[src/hdl/bflf_pkg.sv]
// Package for the Bloom-filter link forwarder: sizes, field layouts,
// codes and shared types. No dependencies.
package bflf_pkg;

  localparam int unsigned TABLE_ENTRIES = 16;
  localparam int unsigned ID_BITS       = 64;
  localparam int unsigned MAX_LINKS     = 16;

  localparam int unsigned TBL_AW = (TABLE_ENTRIES > 1) ? $clog2(TABLE_ENTRIES) : 1;
  localparam int unsigned LINK_LIMIT = (TABLE_ENTRIES < MAX_LINKS) ? TABLE_ENTRIES : MAX_LINKS;

  localparam int unsigned ID_W   = 64;
  localparam int unsigned MAC_W  = 48;
  localparam int unsigned PORT_W = 4;
  localparam int unsigned ET_W   = 16;
  localparam int unsigned CNT_W  = 5;
  localparam int unsigned CLS_W  = 3;
  localparam int unsigned IDX_W  = 4;
  localparam int unsigned CFG_W  = 64;
  localparam int unsigned CFG_IDX_W = 1;

  localparam int unsigned IN_DATA_W  = 328;
  localparam int unsigned IN_USER_W  = 5;
  localparam int unsigned OUT_DATA_W = 120;
  localparam int unsigned OUT_USER_W = 2;

  localparam logic [ID_W-1:0] ID_MASK = {ID_W{1'b1}} >> (ID_W - ID_BITS);

  localparam logic [CLS_W-1:0] CLS_NOTIFY_LO = 3'd1;
  localparam logic [CLS_W-1:0] CLS_NOTIFY_HI = 3'd3;
  localparam logic [CLS_W-1:0] CLS_RESPONSE  = 3'd5;
  localparam logic [CLS_W-1:0] CLS_LAST      = 3'd5;

  typedef enum logic [1:0] {
    MODE_LOAD = 2'd0,
    MODE_SEND = 2'd1,
    MODE_RECV = 2'd2,
    MODE_NOP  = 2'd3
  } mode_e;

  typedef enum logic [1:0] {
    ACT_FWD   = 2'd0,
    ACT_LOCAL = 2'd1,
    ACT_DROP  = 2'd2
  } action_e;

  typedef enum logic [CFG_IDX_W-1:0] {
    CFG_LINKS    = 1'd0,
    CFG_LOCAL_ID = 1'd1
  } cfg_idx_e;

  typedef enum logic [2:0] {
    S_IDLE,
    S_LOCAL_PRE,
    S_SCAN,
    S_LOCAL_POST,
    S_FLUSH
  } state_e;

  typedef struct packed {
    logic [ID_W-1:0]   mask;
    logic [PORT_W-1:0] port;
    logic [MAC_W-1:0]  src_mac;
    logic [MAC_W-1:0]  dst_mac;
  } link_entry_t;

  typedef struct packed {
    logic              en;
    logic [TBL_AW-1:0] addr;
  } rd_req_t;

  typedef struct packed {
    mode_e            mode;
    logic [CLS_W-1:0] cls;
    logic [ID_W-1:0]  fid;
    logic [MAC_W-1:0] fsrc;
    logic [MAC_W-1:0] fdst;
  } item_t;

  typedef struct packed {
    logic [ID_W-1:0]  id;
    logic [ID_W-1:0]  mask;
    logic [MAC_W-1:0] fsrc;
    logic [MAC_W-1:0] fdst;
    logic [MAC_W-1:0] ent_src;
    logic [MAC_W-1:0] ent_dst;
  } match_op_t;

  typedef struct packed {
    logic contain;
    logic loop;
  } match_res_t;

  typedef struct packed {
    action_e           action;
    logic [PORT_W-1:0] port;
    logic [MAC_W-1:0]  dst_mac;
    logic [MAC_W-1:0]  src_mac;
    logic [ET_W-1:0]   ether_type;
  } result_t;

  function automatic logic [ET_W-1:0] class_ether(input logic [CLS_W-1:0] cls);
    logic [ET_W-1:0] et;
    unique case (cls)
      3'd0:    et = 16'h080a;
      3'd1:    et = 16'h0901;
      3'd2:    et = 16'h0902;
      3'd3:    et = 16'h0903;
      3'd4:    et = 16'h0904;
      3'd5:    et = 16'h0905;
      default: et = '0;
    endcase
    return et;
  endfunction

endpackage

[src/hdl/bflf_link_table.sv]
// Link table memory: one write port, one registered read port.
// Depends on bflf_pkg.
module bflf_link_table (
  input  logic                      clk_i,
  input  logic                      wr_en_i,
  input  logic [bflf_pkg::TBL_AW-1:0] wr_addr_i,
  input  bflf_pkg::link_entry_t     wr_entry_i,
  input  bflf_pkg::rd_req_t         rd_req_i,
  output bflf_pkg::link_entry_t     rd_entry_o
);
  import bflf_pkg::*;

  link_entry_t mem [TABLE_ENTRIES];
  link_entry_t rd_q;

  always_ff @(posedge clk_i) begin
    if (wr_en_i) begin
      mem[wr_addr_i] <= wr_entry_i;
    end
  end

  always_ff @(posedge clk_i) begin
    if (rd_req_i.en) begin
      rd_q <= mem[rd_req_i.addr];
    end
  end

  assign rd_entry_o = rd_q;

endmodule

[src/hdl/bflf_match.sv]
// Shared compare unit: mask containment and loop-back MAC check.
// Depends on bflf_pkg.
module bflf_match (
  input  bflf_pkg::match_op_t  op_i,
  output bflf_pkg::match_res_t res_o
);
  import bflf_pkg::*;

  logic [ID_W-1:0] mask_m;

  assign mask_m       = op_i.mask & ID_MASK;
  assign res_o.contain = ((op_i.id & mask_m) == mask_m);
  assign res_o.loop    = (op_i.fsrc == op_i.ent_dst) && (op_i.fdst == op_i.ent_src);

endmodule

[src/hdl/bflf_ctrl.sv]
// Sequencer: walks the link table one entry per cycle, unless the output stalls,
// through the shared compare unit, holds one pending result and the output register. Depends on bflf_pkg.
module bflf_ctrl (
  input  logic                       clk_i,
  input  logic                       rst_ni,
  input  logic                       accept_i,
  input  bflf_pkg::item_t            item_i,
  input  logic [bflf_pkg::CNT_W-1:0] count_i,
  input  logic [bflf_pkg::ID_W-1:0]  local_id_i,
  output logic                       ready_o,
  output bflf_pkg::rd_req_t          rd_req_o,
  input  bflf_pkg::link_entry_t      rd_entry_i,
  output bflf_pkg::match_op_t        match_op_o,
  input  bflf_pkg::match_res_t       match_res_i,
  output logic                       out_valid_o,
  input  logic                       out_ready_i,
  output bflf_pkg::result_t          out_res_o,
  output logic                       out_last_o
);
  import bflf_pkg::*;

  state_e            state_q, state_d;
  mode_e             mode_q;
  logic [CLS_W-1:0]  cls_q;
  logic [ID_W-1:0]   fid_q;
  logic [MAC_W-1:0]  fsrc_q, fdst_q;
  logic [CNT_W-1:0]  cnt_q;
  logic [CNT_W-1:0]  rd_idx_q, rd_idx_d;
  logic              dv_q, dv_d;
  logic              pend_v_q, pend_v_d;
  result_t           pend_q, pend_d;
  logic              out_v_q, out_v_d;
  result_t           out_q, out_d;
  logic              out_last_q, out_last_d;

  logic    is_send, out_free, can_push, want, push, stall, brk, issue, scan_done;
  logic    all_ones;
  result_t new_res, drop_res, local_res;

  assign is_send  = (mode_q == MODE_SEND);
  assign out_free = !out_v_q || out_ready_i;
  assign can_push = !pend_v_q || out_free;
  assign all_ones = &(item_i.fid | ~ID_MASK);

  always_comb begin
    match_op_o.id      = fid_q;
    match_op_o.mask    = (state_q == S_SCAN) ? rd_entry_i.mask : local_id_i;
    match_op_o.fsrc    = fsrc_q;
    match_op_o.fdst    = fdst_q;
    match_op_o.ent_src = rd_entry_i.src_mac;
    match_op_o.ent_dst = rd_entry_i.dst_mac;
  end

  always_comb begin
    drop_res        = '0;
    drop_res.action = ACT_DROP;
    local_res        = '0;
    local_res.action = ACT_LOCAL;
    want    = 1'b0;
    brk     = 1'b0;
    new_res = local_res;
    unique case (state_q)
      S_LOCAL_PRE: begin
        want = match_res_i.contain && (cls_q >= CLS_NOTIFY_LO) && (cls_q <= CLS_NOTIFY_HI);
      end
      S_SCAN: begin
        want = dv_q && match_res_i.contain && (is_send || !match_res_i.loop);
        brk  = want && !is_send && (cls_q == CLS_RESPONSE);
        new_res.action     = ACT_FWD;
        new_res.port       = rd_entry_i.port;
        new_res.dst_mac    = rd_entry_i.dst_mac;
        new_res.src_mac    = rd_entry_i.src_mac;
        new_res.ether_type = is_send ? class_ether(cls_q) : '0;
      end
      S_LOCAL_POST: begin
        want = match_res_i.contain;
      end
      default: begin
        want = 1'b0;
      end
    endcase
    stall     = want && !can_push;
    push      = want && can_push;
    issue     = (state_q == S_SCAN) && !stall && !brk && (rd_idx_q < cnt_q);
    scan_done = !stall && (brk || (rd_idx_q >= cnt_q));
  end

  assign rd_req_o.en   = issue;
  assign rd_req_o.addr = TBL_AW'(rd_idx_q);

  // next state
  always_comb begin
    state_d = state_q;
    unique case (state_q)
      S_IDLE: begin
        if (accept_i && (item_i.mode == MODE_SEND || item_i.mode == MODE_RECV)) begin
          if (item_i.cls > CLS_LAST) begin
            state_d = S_FLUSH;
          end else if (item_i.mode == MODE_SEND) begin
            state_d = S_LOCAL_PRE;
          end else if (all_ones) begin
            state_d = S_LOCAL_POST;
          end else begin
            state_d = S_SCAN;
          end
        end
      end
      S_LOCAL_PRE: begin
        if (!stall) begin
          state_d = S_SCAN;
        end
      end
      S_SCAN: begin
        if (scan_done) begin
          state_d = is_send ? S_FLUSH : S_LOCAL_POST;
        end
      end
      S_LOCAL_POST: begin
        if (!stall) begin
          state_d = S_FLUSH;
        end
      end
      S_FLUSH: begin
        if (out_free) begin
          state_d = S_IDLE;
        end
      end
      default: begin
        state_d = S_IDLE;
      end
    endcase
  end

  // datapath updates
  always_comb begin
    rd_idx_d   = rd_idx_q;
    dv_d       = 1'b0;
    pend_v_d   = pend_v_q;
    pend_d     = pend_q;
    out_v_d    = out_v_q && !out_ready_i;
    out_d      = out_q;
    out_last_d = out_last_q;
    if (accept_i) begin
      rd_idx_d = '0;
    end else if (issue) begin
      rd_idx_d = rd_idx_q + 1'b1;
    end
    if (state_q == S_SCAN) begin
      dv_d = stall ? dv_q : issue;
    end
    if (state_q == S_FLUSH && out_free) begin
      out_v_d    = 1'b1;
      out_d      = pend_v_q ? pend_q : drop_res;
      out_last_d = 1'b1;
      pend_v_d   = 1'b0;
    end else if (push) begin
      if (pend_v_q) begin
        out_v_d    = 1'b1;
        out_d      = pend_q;
        out_last_d = 1'b0;
      end
      pend_v_d = 1'b1;
      pend_d   = new_res;
    end
  end

  always_ff @(posedge clk_i or negedge rst_ni) begin
    if (!rst_ni) begin
      state_q  <= S_IDLE;
      rd_idx_q <= '0;
      dv_q     <= 1'b0;
      pend_v_q <= 1'b0;
      out_v_q  <= 1'b0;
    end else begin
      state_q  <= state_d;
      rd_idx_q <= rd_idx_d;
      dv_q     <= dv_d;
      pend_v_q <= pend_v_d;
      out_v_q  <= out_v_d;
    end
  end

  always_ff @(posedge clk_i) begin
    pend_q     <= pend_d;
    out_q      <= out_d;
    out_last_q <= out_last_d;
    if (accept_i) begin
      mode_q <= item_i.mode;
      cls_q  <= item_i.cls;
      fid_q  <= item_i.fid & ID_MASK;
      fsrc_q <= item_i.fsrc;
      fdst_q <= item_i.fdst;
      cnt_q  <= count_i;
    end
  end

  assign ready_o     = (state_q == S_IDLE);
  assign out_valid_o = out_v_q;
  assign out_res_o   = out_q;
  assign out_last_o  = out_last_q;

endmodule

[src/hdl/bloom_filter_link_forwarder.sv]
// Bloom-filter link forwarder, top level: stream ports, configuration
// registers, link table, compare unit and sequencer. Depends on bflf_pkg.
//
// Usage: items enter on the s_axis channel; tuser selects load, send or
// receive. A load item writes one link table entry and gives no result; the
// block is ready again in the next cycle. A send or receive item holds
// s_axis_tready low while the sequencer checks the local link identifier
// (before the table for send, after it for receive) and reads the table
// one entry per cycle unless the output stalls (one memory read port, one
// shared compare unit). Each matching entry gives a forward result (on receive not a
// loop-back one, and for a response only the first); a deliver result may join them,
// a drop result only when the item found nothing else; the final one carries m_axis_tlast.
// Results leave through an output register behind one pending stage; a
// result waits there until the next one is found or the item ends, and the
// final result turns valid in the cycle in which s_axis_tready returns high.
// When m_axis_tready is low the sequencer holds its table read and waits;
// nothing is lost. Reset clears the sequencer, the configuration registers
// and the output valid; the table contents are kept undefined until loaded.
// Configuration writes take effect at once and belong only between items.
module bloom_filter_link_forwarder (
  input  logic                                clk_i,
  input  logic                                rst_ni,
  input  logic                                s_axis_tvalid,
  output logic                                s_axis_tready,
  // forward_id, frame_src_mac, frame_dst_mac, entry_index, entry_link_id,
  // entry_port, entry_src_mac, entry_dst_mac
  input  logic [bflf_pkg::IN_DATA_W-1:0]      s_axis_tdata,
  // mode, packet_class
  input  logic [bflf_pkg::IN_USER_W-1:0]      s_axis_tuser,
  output logic                                m_axis_tvalid,
  input  logic                                m_axis_tready,
  // link_port, out_dst_mac, out_src_mac, ether_type, zero pad
  output logic [bflf_pkg::OUT_DATA_W-1:0]     m_axis_tdata,
  // action
  output logic [bflf_pkg::OUT_USER_W-1:0]     m_axis_tuser,
  output logic                                m_axis_tlast,
  input  logic                                cfg_we_i,
  input  logic [bflf_pkg::CFG_IDX_W-1:0]      cfg_idx_i,
  input  logic [bflf_pkg::CFG_W-1:0]          cfg_data_i
);
  import bflf_pkg::*;

  logic [CNT_W-1:0] links_q;
  logic [ID_W-1:0]  local_id_q;
  logic [CNT_W-1:0] count;

  logic             accept, ready;
  item_t            item;
  logic [IDX_W-1:0] entry_index;
  link_entry_t      wr_entry;
  logic             wr_en;
  rd_req_t          rd_req;
  link_entry_t      rd_entry;
  match_op_t        match_op;
  match_res_t       match_res;
  result_t          out_res;

  always_ff @(posedge clk_i or negedge rst_ni) begin
    if (!rst_ni) begin
      links_q    <= '0;
      local_id_q <= '0;
    end else if (cfg_we_i) begin
      unique case (cfg_idx_e'(cfg_idx_i))
        CFG_LINKS:    links_q    <= cfg_data_i[CNT_W-1:0];
        CFG_LOCAL_ID: local_id_q <= cfg_data_i[ID_W-1:0];
        default:      links_q    <= links_q;
      endcase
    end
  end

  assign count = (links_q > CNT_W'(LINK_LIMIT)) ? CNT_W'(LINK_LIMIT) : links_q;

  assign item.mode = mode_e'(s_axis_tuser[1:0]);
  assign item.cls  = s_axis_tuser[4:2];
  assign item.fid  = s_axis_tdata[63:0];
  assign item.fsrc = s_axis_tdata[111:64];
  assign item.fdst = s_axis_tdata[159:112];

  assign entry_index      = s_axis_tdata[163:160];
  assign wr_entry.mask    = s_axis_tdata[227:164];
  assign wr_entry.port    = s_axis_tdata[231:228];
  assign wr_entry.src_mac = s_axis_tdata[279:232];
  assign wr_entry.dst_mac = s_axis_tdata[327:280];

  assign accept = s_axis_tvalid && ready;
  assign wr_en  = accept && (item.mode == MODE_LOAD) &&
                  (int'(entry_index) < int'(TABLE_ENTRIES));

  bflf_link_table u_table (
    .clk_i      (clk_i),
    .wr_en_i    (wr_en),
    .wr_addr_i  (TBL_AW'(entry_index)),
    .wr_entry_i (wr_entry),
    .rd_req_i   (rd_req),
    .rd_entry_o (rd_entry)
  );

  bflf_match u_match (
    .op_i  (match_op),
    .res_o (match_res)
  );

  bflf_ctrl u_ctrl (
    .clk_i       (clk_i),
    .rst_ni      (rst_ni),
    .accept_i    (accept),
    .item_i      (item),
    .count_i     (count),
    .local_id_i  (local_id_q),
    .ready_o     (ready),
    .rd_req_o    (rd_req),
    .rd_entry_i  (rd_entry),
    .match_op_o  (match_op),
    .match_res_i (match_res),
    .out_valid_o (m_axis_tvalid),
    .out_ready_i (m_axis_tready),
    .out_res_o   (out_res),
    .out_last_o  (m_axis_tlast)
  );

  assign s_axis_tready = ready;
  assign m_axis_tuser  = out_res.action;
  assign m_axis_tdata  = {4'b0000, out_res.ether_type, out_res.src_mac,
                          out_res.dst_mac, out_res.port};

endmodule

[config.mk]
export PLATFORM = sky130hd
export DESIGN_NAME = bloom_filter_link_forwarder
export DESIGN_NICKNAME = d
export VERILOG_FILES = /design/src/hdl/bflf_pkg.sv /design/src/hdl/bflf_link_table.sv /design/src/hdl/bflf_match.sv /design/src/hdl/bflf_ctrl.sv /design/src/hdl/bloom_filter_link_forwarder.sv
export SDC_FILE = /design/constraint.sdc
export NUM_CORES = 2
export LEC_CHECK = 0
export ABC_AREA = 1
export CORE_AREA = 3 3 675 543
export DETAILED_ROUTE_END_ITERATION = 8
export DIE_AREA = 0 0 678 546
export DONT_BUFFER_PORTS = 1
export PLACE_DENSITY = 0.55
export SYNTH_ARGS = -nofsm -noshare
export SYNTH_HDL_FRONTEND = slang
export SYNTH_SLANG_ARGS = --single-unit
[constraint.sdc]
create_clock -name clk_i -period 18.85 [get_ports clk_i]
set_input_delay 1.885 -clock clk_i [delete_from_list [all_inputs] [get_ports clk_i]]
set_output_delay 1.885 -clock clk_i [all_outputs]
set_load 0.1 [all_outputs]
---- Yosys cells after proc, flatten, opt, wreduce, memory -nomap -nowiden ----
Memory sizes are Yosys's and may differ from the RTL's. A register that Yosys moved wholly into a read port is not among the register bits.
Cells that the tools add are included.
word-level totals
  input bits .............................. 403
  logic and storage cells ................. 132
  output and inout bits ................... 125
  memories ................................ 1
  register bits after elaboration ......... 487
  memory bits (writable) .................. 2624
cells by class
  reduce and logical (&&, ||, !) cells .... 45
  eq/ne operators ......................... 21
  multiplexer cells ....................... 31
  bitwise operators ....................... 3
  order comparisons ....................... 6
  add/subtract/negate cells ............... 1
memories
  name         words  bits a word  read ports  clocked after memory_dff  write ports  line                   text
  u_table.mem  16     164          1           1                         1            bflf_link_table.sv:13  link_entry_t mem [TABLE_ENTRIES];
operators by type and width
  kind                                           count
  two-way mux 118 bit                            4
  two-way mux 117 bit                            1
  == test 48 bit                                 2
  one-hot mux 12 bit (6 select lines)            1
  AND 64 bit                                     1
  == test 64 bit                                 1
  two-way mux 64 bit                             1
  AND reduction 64 bit                           1
  two-way mux 3 bit                              8
  logical AND 1 bit                              18
  one-hot mux 3 bit (5 select lines)             1
  == test 3 x 2 -> 1 bit, second input constant  4
  two-way mux 12 bit                             1
  AND reduction 2 bit                            6
  two-way mux 1 bit                              11
  two-way mux 5 bit                              2
  == test 3 bit, second input constant           3
  zero test 1 bit                                8
  == test 3 x 1 -> 1 bit, second input constant  2
  zero test 3 bit                                2
  != test 2 x 1 -> 1 bit, second input constant  3
  != test 2 bit, second input constant           3
  nonzero test 2 bit                             3
  adder 5 x 1 -> 5 bit, second input constant    1
  other kinds (13)                               19

---- Logic depth before layout (Yosys ltp) ----
  depth after elaboration ................. 14
  gate-level depth with buffers ........... 20
  depth with buffers taken out ............ 20

---- Modules after synthesis ----
Synthesis repeated with hierarchy kept, for this count alone.
second synthesis, totals
  cells, all modules ...................... 12055
  area, all modules ....................... 134709.2 µm²
by module, submodules not included
  module                       times used  cells an instance  area each (µm²)  seq. area each (µm²)
  bflf_link_table              1           9994               113868.0         83720.3
  bflf_ctrl                    1           1354               16069.2          11856.4
  bloom_filter_link_forwarder  1           315                2824.0           1726.7
  bflf_match                   1           392                1948.1           0.0

---- Worst setup path before layout ----
Ideal clock, no wire load.
  kind .................................... input port to flip-flop
  from .................................... input port s_axis_tvalid
  to ...................................... memory u_table.mem[0][0] (netlist bit), enable pin
  buffers on the path ..................... 0
  data required time ...................... 18.159 ns
  arrival time ............................ 18.932 ns
  stages .................................. 6
  setup time .............................. 0.691 ns
  slack ................................... -0.773 ns
  cell sequence ........................... inv_1 -> nor2_1 -> clkinv_1 -> nor2_1 -> nand3_1 -> nor2_1
between the ends
  cells in the longest elaborated chain, start to end .. 4
ends and longest elaborated chain
  element                                  line                               text
  start: declaration                       bloom_filter_link_forwarder.sv:23  input logic s_axis_tvalid,
  logical AND 1 bit                        bloom_filter_link_forwarder.sv:85  assign accept = s_axis_tvalid && ready;
  named net accept                         bloom_filter_link_forwarder.sv:47  logic accept, ready;
  logical AND 1 bit                        bloom_filter_link_forwarder.sv:86  assign wr_en = accept && (item.mode == MODE_LOAD) &&
  two-way mux 1 bit                        bflf_link_table.sv:17              if (wr_en_i) begin
  two-way mux 1 bit (not written as such)  bflf_link_table.sv:18              mem[wr_addr_i] <= wr_entry_i;
  end: declaration                         bflf_link_table.sv:13
The timed path passes the listed nets, and every way through them passes these cells.

---- Final worst setup path ----
  from .................................... register u_ctrl.rd_idx_q[1]
  to ...................................... register, netlist name u_table.rd_entry_o[95]
between the ends
  cells in the longest elaborated chain, start to end .. 2
ends and longest elaborated chain
  element                   line              text
  start: declaration        bflf_ctrl.sv:28   logic [CNT_W-1:0] rd_idx_q, rd_idx_d;
  start signal: assignment  bflf_ctrl.sv:176  rd_idx_q <= rd_idx_d;
  < comparator 5 bit        bflf_ctrl.sv:84   issue = (state_q == S_SCAN) && !stall && !brk && (rd_idx_q < cnt_q);
  logical AND 1 bit         bflf_ctrl.sv:84
Parallel ways exist; a longest one is shown, timed or not.
A chain may end at the register's enable or synchronous reset.

==> key figures <==
Clocking
  – Num Clock Sinks: 3254
  – Worst-path clk slew: 0.06 ns
  – H-Tree Depth: 5
  – Number of CTS-inserted buffers: around 330
  – CTS root buffer: clkbuf_16
  – CTS Hold Bufs: 0
  – Clk buf depth: 4
  – CTS resizes: 0
  – Clk_lat worst skew: between 0.9 and 1 ns
  – CTS tree: yes
  – Total setup buffers inserted after CTS: 0

Worst setup path
  – Critical path data arrival time: 6.57 ns
  – WP data required: roughly 20 ns
  – Critical path type: flop to flop
  – Worst reg2reg endpoint: u_table.rd_entry_o[95]
  – Reg2reg start: u_ctrl.rd_idx_q[1]
  – Worst R2R Path Depth: 9
  – Crit start category: flop
  – Worst reg-to-reg setup slack: 13.06 ns
  – Critical path peak fanout: 99
  – CP endpoint kind: flop

Floorplanning
  – Die area: ~0.37 sq mm
  – Row count: 197
  – Chip Height: 546 um
  – Starting Density: between 30% and 40%
  – Core Box Area: approximately 0.36 sq mm
  – Die Width: about 680 um
  – IO Count: 528

Yosys
  – Main synth FF type: edfxtp_1
  – Synthesis warning total: 0
  – Synth cell count leaders: edfxtp_1 (3173), nor2_1 (1785), nand2_1 (688)
  – Synth Cell Area: 0.126 sq mm
  – Post-synth top area cell: edfxtp_1
  – Netlist cell types: between 40 and 50
  – Synth top area cells: edfxtp_1 (76%), nor2_1 (5.3%), o21ai_0 (2.7%), o32ai_1 (2.6%), mux2i_1 (2.2%)
  – Synth Register Bits: about 3300
  – Cell count after synthesis: 8945
  – Post-synth EDFFs: roughly 3200
  – Post-synth top area share: 75.6%
  – Fraction of registers with async set/reset: around 2.5%
  – Sequential element share of the synthesized area: between 70% and 80%
  – Post-Syn Area per Cell: 14.1 sq um
  – Most common cell in the netlist: edfxtp_1

STA
  – Slew @ Worst Pin: ~1.2 ns
  – Peak Freq: 0.173 GHz
  – Min cycle time layout: 5.79 ns
  – Setup_tns: 0 ns
  – Max-slew violations: 0
  – RSZ-0062 raised after global routing: false
  – Final hold violation count: 0
  – Layout Skew: between 0.04 and 0.05 ns
  – Tcrit/Tclk final: between 30% and 40%
  – Slew headroom: 18.7%
  – Hold slack: 0.483 ns
  – Final setup viols: 0

Detailed routing
  – WL final: 370 mm
  – Iter 0 DRT Violations: between 7000 and 8000
  – WL/cell: 26.6 um
  – Vias per inst: 5.32
  – Vias: 74000
  – Residual DRC: 0
  – Final antenna-violating net count: 0
  – First-pass DRT Iterations: 6

Final layout
  – Layout Nets: 9269
  – Fill cells: around 33000
  – Share of cells above drive strength 1: about 6.8%
  – Sequential cell area: about 0.1 sq mm
  – Multi-input gate area in the final layout: 0.0251 sq mm
  – Syn-to-layout area delta: 12.6%

Global route
  – Largest net degree at the start of global routing: approximately 190
  – First-pass GRT wire length: approximately 520 mm
  – Vias in the first global route: 71700
  – Remaining Overflow, GRT: 0
  – Overall Global Routing Usage: 19.2%
  – Initial antenna violation count: 32

Power and ir drop
  – Power per Cell Area: 141 mW/mm^2
  – Peak VDD IR: 0.0000860 V
  – P_leak: around 46 nW

Min path
  – End of the worst hold path: u_ctrl.cnt_q[4]
  – Hold Crit Class: flop to flop
  – Hold Path Cell Cnt: 0
  – Worst Hold Launch: links_q[4]

Place
  – GP Congestion: 0.812
  – Detailed placement HPWL: 215 mm
  – PortBufs: 0

Run status
  – Outcome: finished, final reports clean

Run
  – Maxcap violations: 0
## layer usage
layer	global-route usage, %	share of wire (%)
met5	0	0.0068
met2	31.6	48
met3	3.84	7.4
met1	26.0	42
met4	5.33	2.8
## through the flow
step | cells | area [sq um] | setup WS (ns) | util, % | power [W]
6_report | 13900 | 142000 | 13.06 | 39.4 | 0.0200
5_1_grt | 13900 | 142000 | 12.73 | 39.4 | 0.0209
4_1_cts | 13900 | 142000 | 13.11 | 39.4 | 0.0203
3_5_place_dp | 13300 | 131000 | 12.50 | 36.4 | 0.0137
3_3_place_gp | 13300 | 131000 | 12.50 | 36.4 | 0.0136
2_1_floorplan | 8958 | 126000 | 2.91 | - | 0.0119
## cells in the final DEF (no fill, tap or decap), drive strengths merged, types with 4 or more instances in the layout
cell type	count
edfxtp	3173
nor2	1786
nand2	689
o21ai	685
inv	447
clkbuf	416
o32ai	381
nand3	315
mux2i	275
o221ai	275
clkinv	138
buf	123
a21oi	94
dfrtp	80
o211ai	57
xnor2	37
bufinv	32
nand4	28
or2	25
conb	14
nand3b	12
ha	12
diode	11
xor2	9
clkinvlp	9
nor3	4
nor4	4
## sequential cells by signal, indices dropped and copies added (netlist names), 3 cells and up
| signal | count |
|---|---|
| u_table.mem | 2624 |
| u_table.rd_entry_o | 164 |
| u_ctrl.fsrc_q | 48 |
| u_ctrl.cls_q | 3 |
| u_ctrl.cnt_q | 5 |
| u_ctrl.fdst_q | 48 |
| u_ctrl.rd_idx_q | 5 |
| links_q | 5 |
| u_ctrl.out_res_o | 108 |
| u_ctrl.state_q | 3 |
| u_ctrl.pend_q | 107 |
| u_ctrl.fid_q | 64 |
| local_id_q | 64 |
## layout make-up
class	instances	share of cell area [%]
Sequential cell	3254	68.6
Multi-Input combinational cell	4710	17.7
Clock buffer	416	6.18
Tap cell	4776	4.21
Clock inverter	195	1.44
Inverter	431	1.16
Timing Repair Buffer	123	0.756
Antenna cell	11	0.0194
## cells by family (layout without fill, tap and decap cells)
group           after synthesis  after routing  synth area share [%]
compound gates             1498           1498                  8.03
fa+ha+maj                    12             12                 0.119
xor+xnor                     46             46                 0.320
mux                         275            275                  2.18
simple gates               2865           2865                  9.04
other cells                   1             25               0.00298
buf+inv                     994           1165                  3.06
flops                      3254           3254                  77.2
## where the power goes
group | internal [W] | leakage (nW) | switching [W]
Clock | 0.00377 | 5.26 | 0.00282
Combinational | 0.00114 | 11.5 | 0.00315
Sequential | 0.00856 | 29.6 | 0.000599
## how the worst max path moves through the flow
stage	end	start	slack [ns]	depth (start not counted)
2_1_floorplan	u_table.mem[0][0]	s_axis_tvalid	2.91	6
3_3_place_gp	u_table.mem[7][27]	s_axis_tvalid	12.50	9
3_5_place_dp	u_table.mem[12][10]	s_axis_tvalid	12.50	8
4_1_cts	u_table.rd_entry_o[95]	u_ctrl.rd_idx_q[1]	13.11	9
5_1_grt	u_table.rd_entry_o[26]	u_ctrl.rd_idx_q[1]	12.73	9
6_report	u_table.rd_entry_o[95]	u_ctrl.rd_idx_q[1]	13.06	9
## critical path: stages, from the launching register on
cell and delay (ns):
dfrtp_4 0.87, buf_4 0.58, buf_4 0.72, buf_4 0.83, buf_4 0.78, buf_4 0.88
o21ai_0 0.30, o221ai_1 0.25, o211ai_1 0.11, nand3_1 0.13
Power figures use the tool's default switching activity.
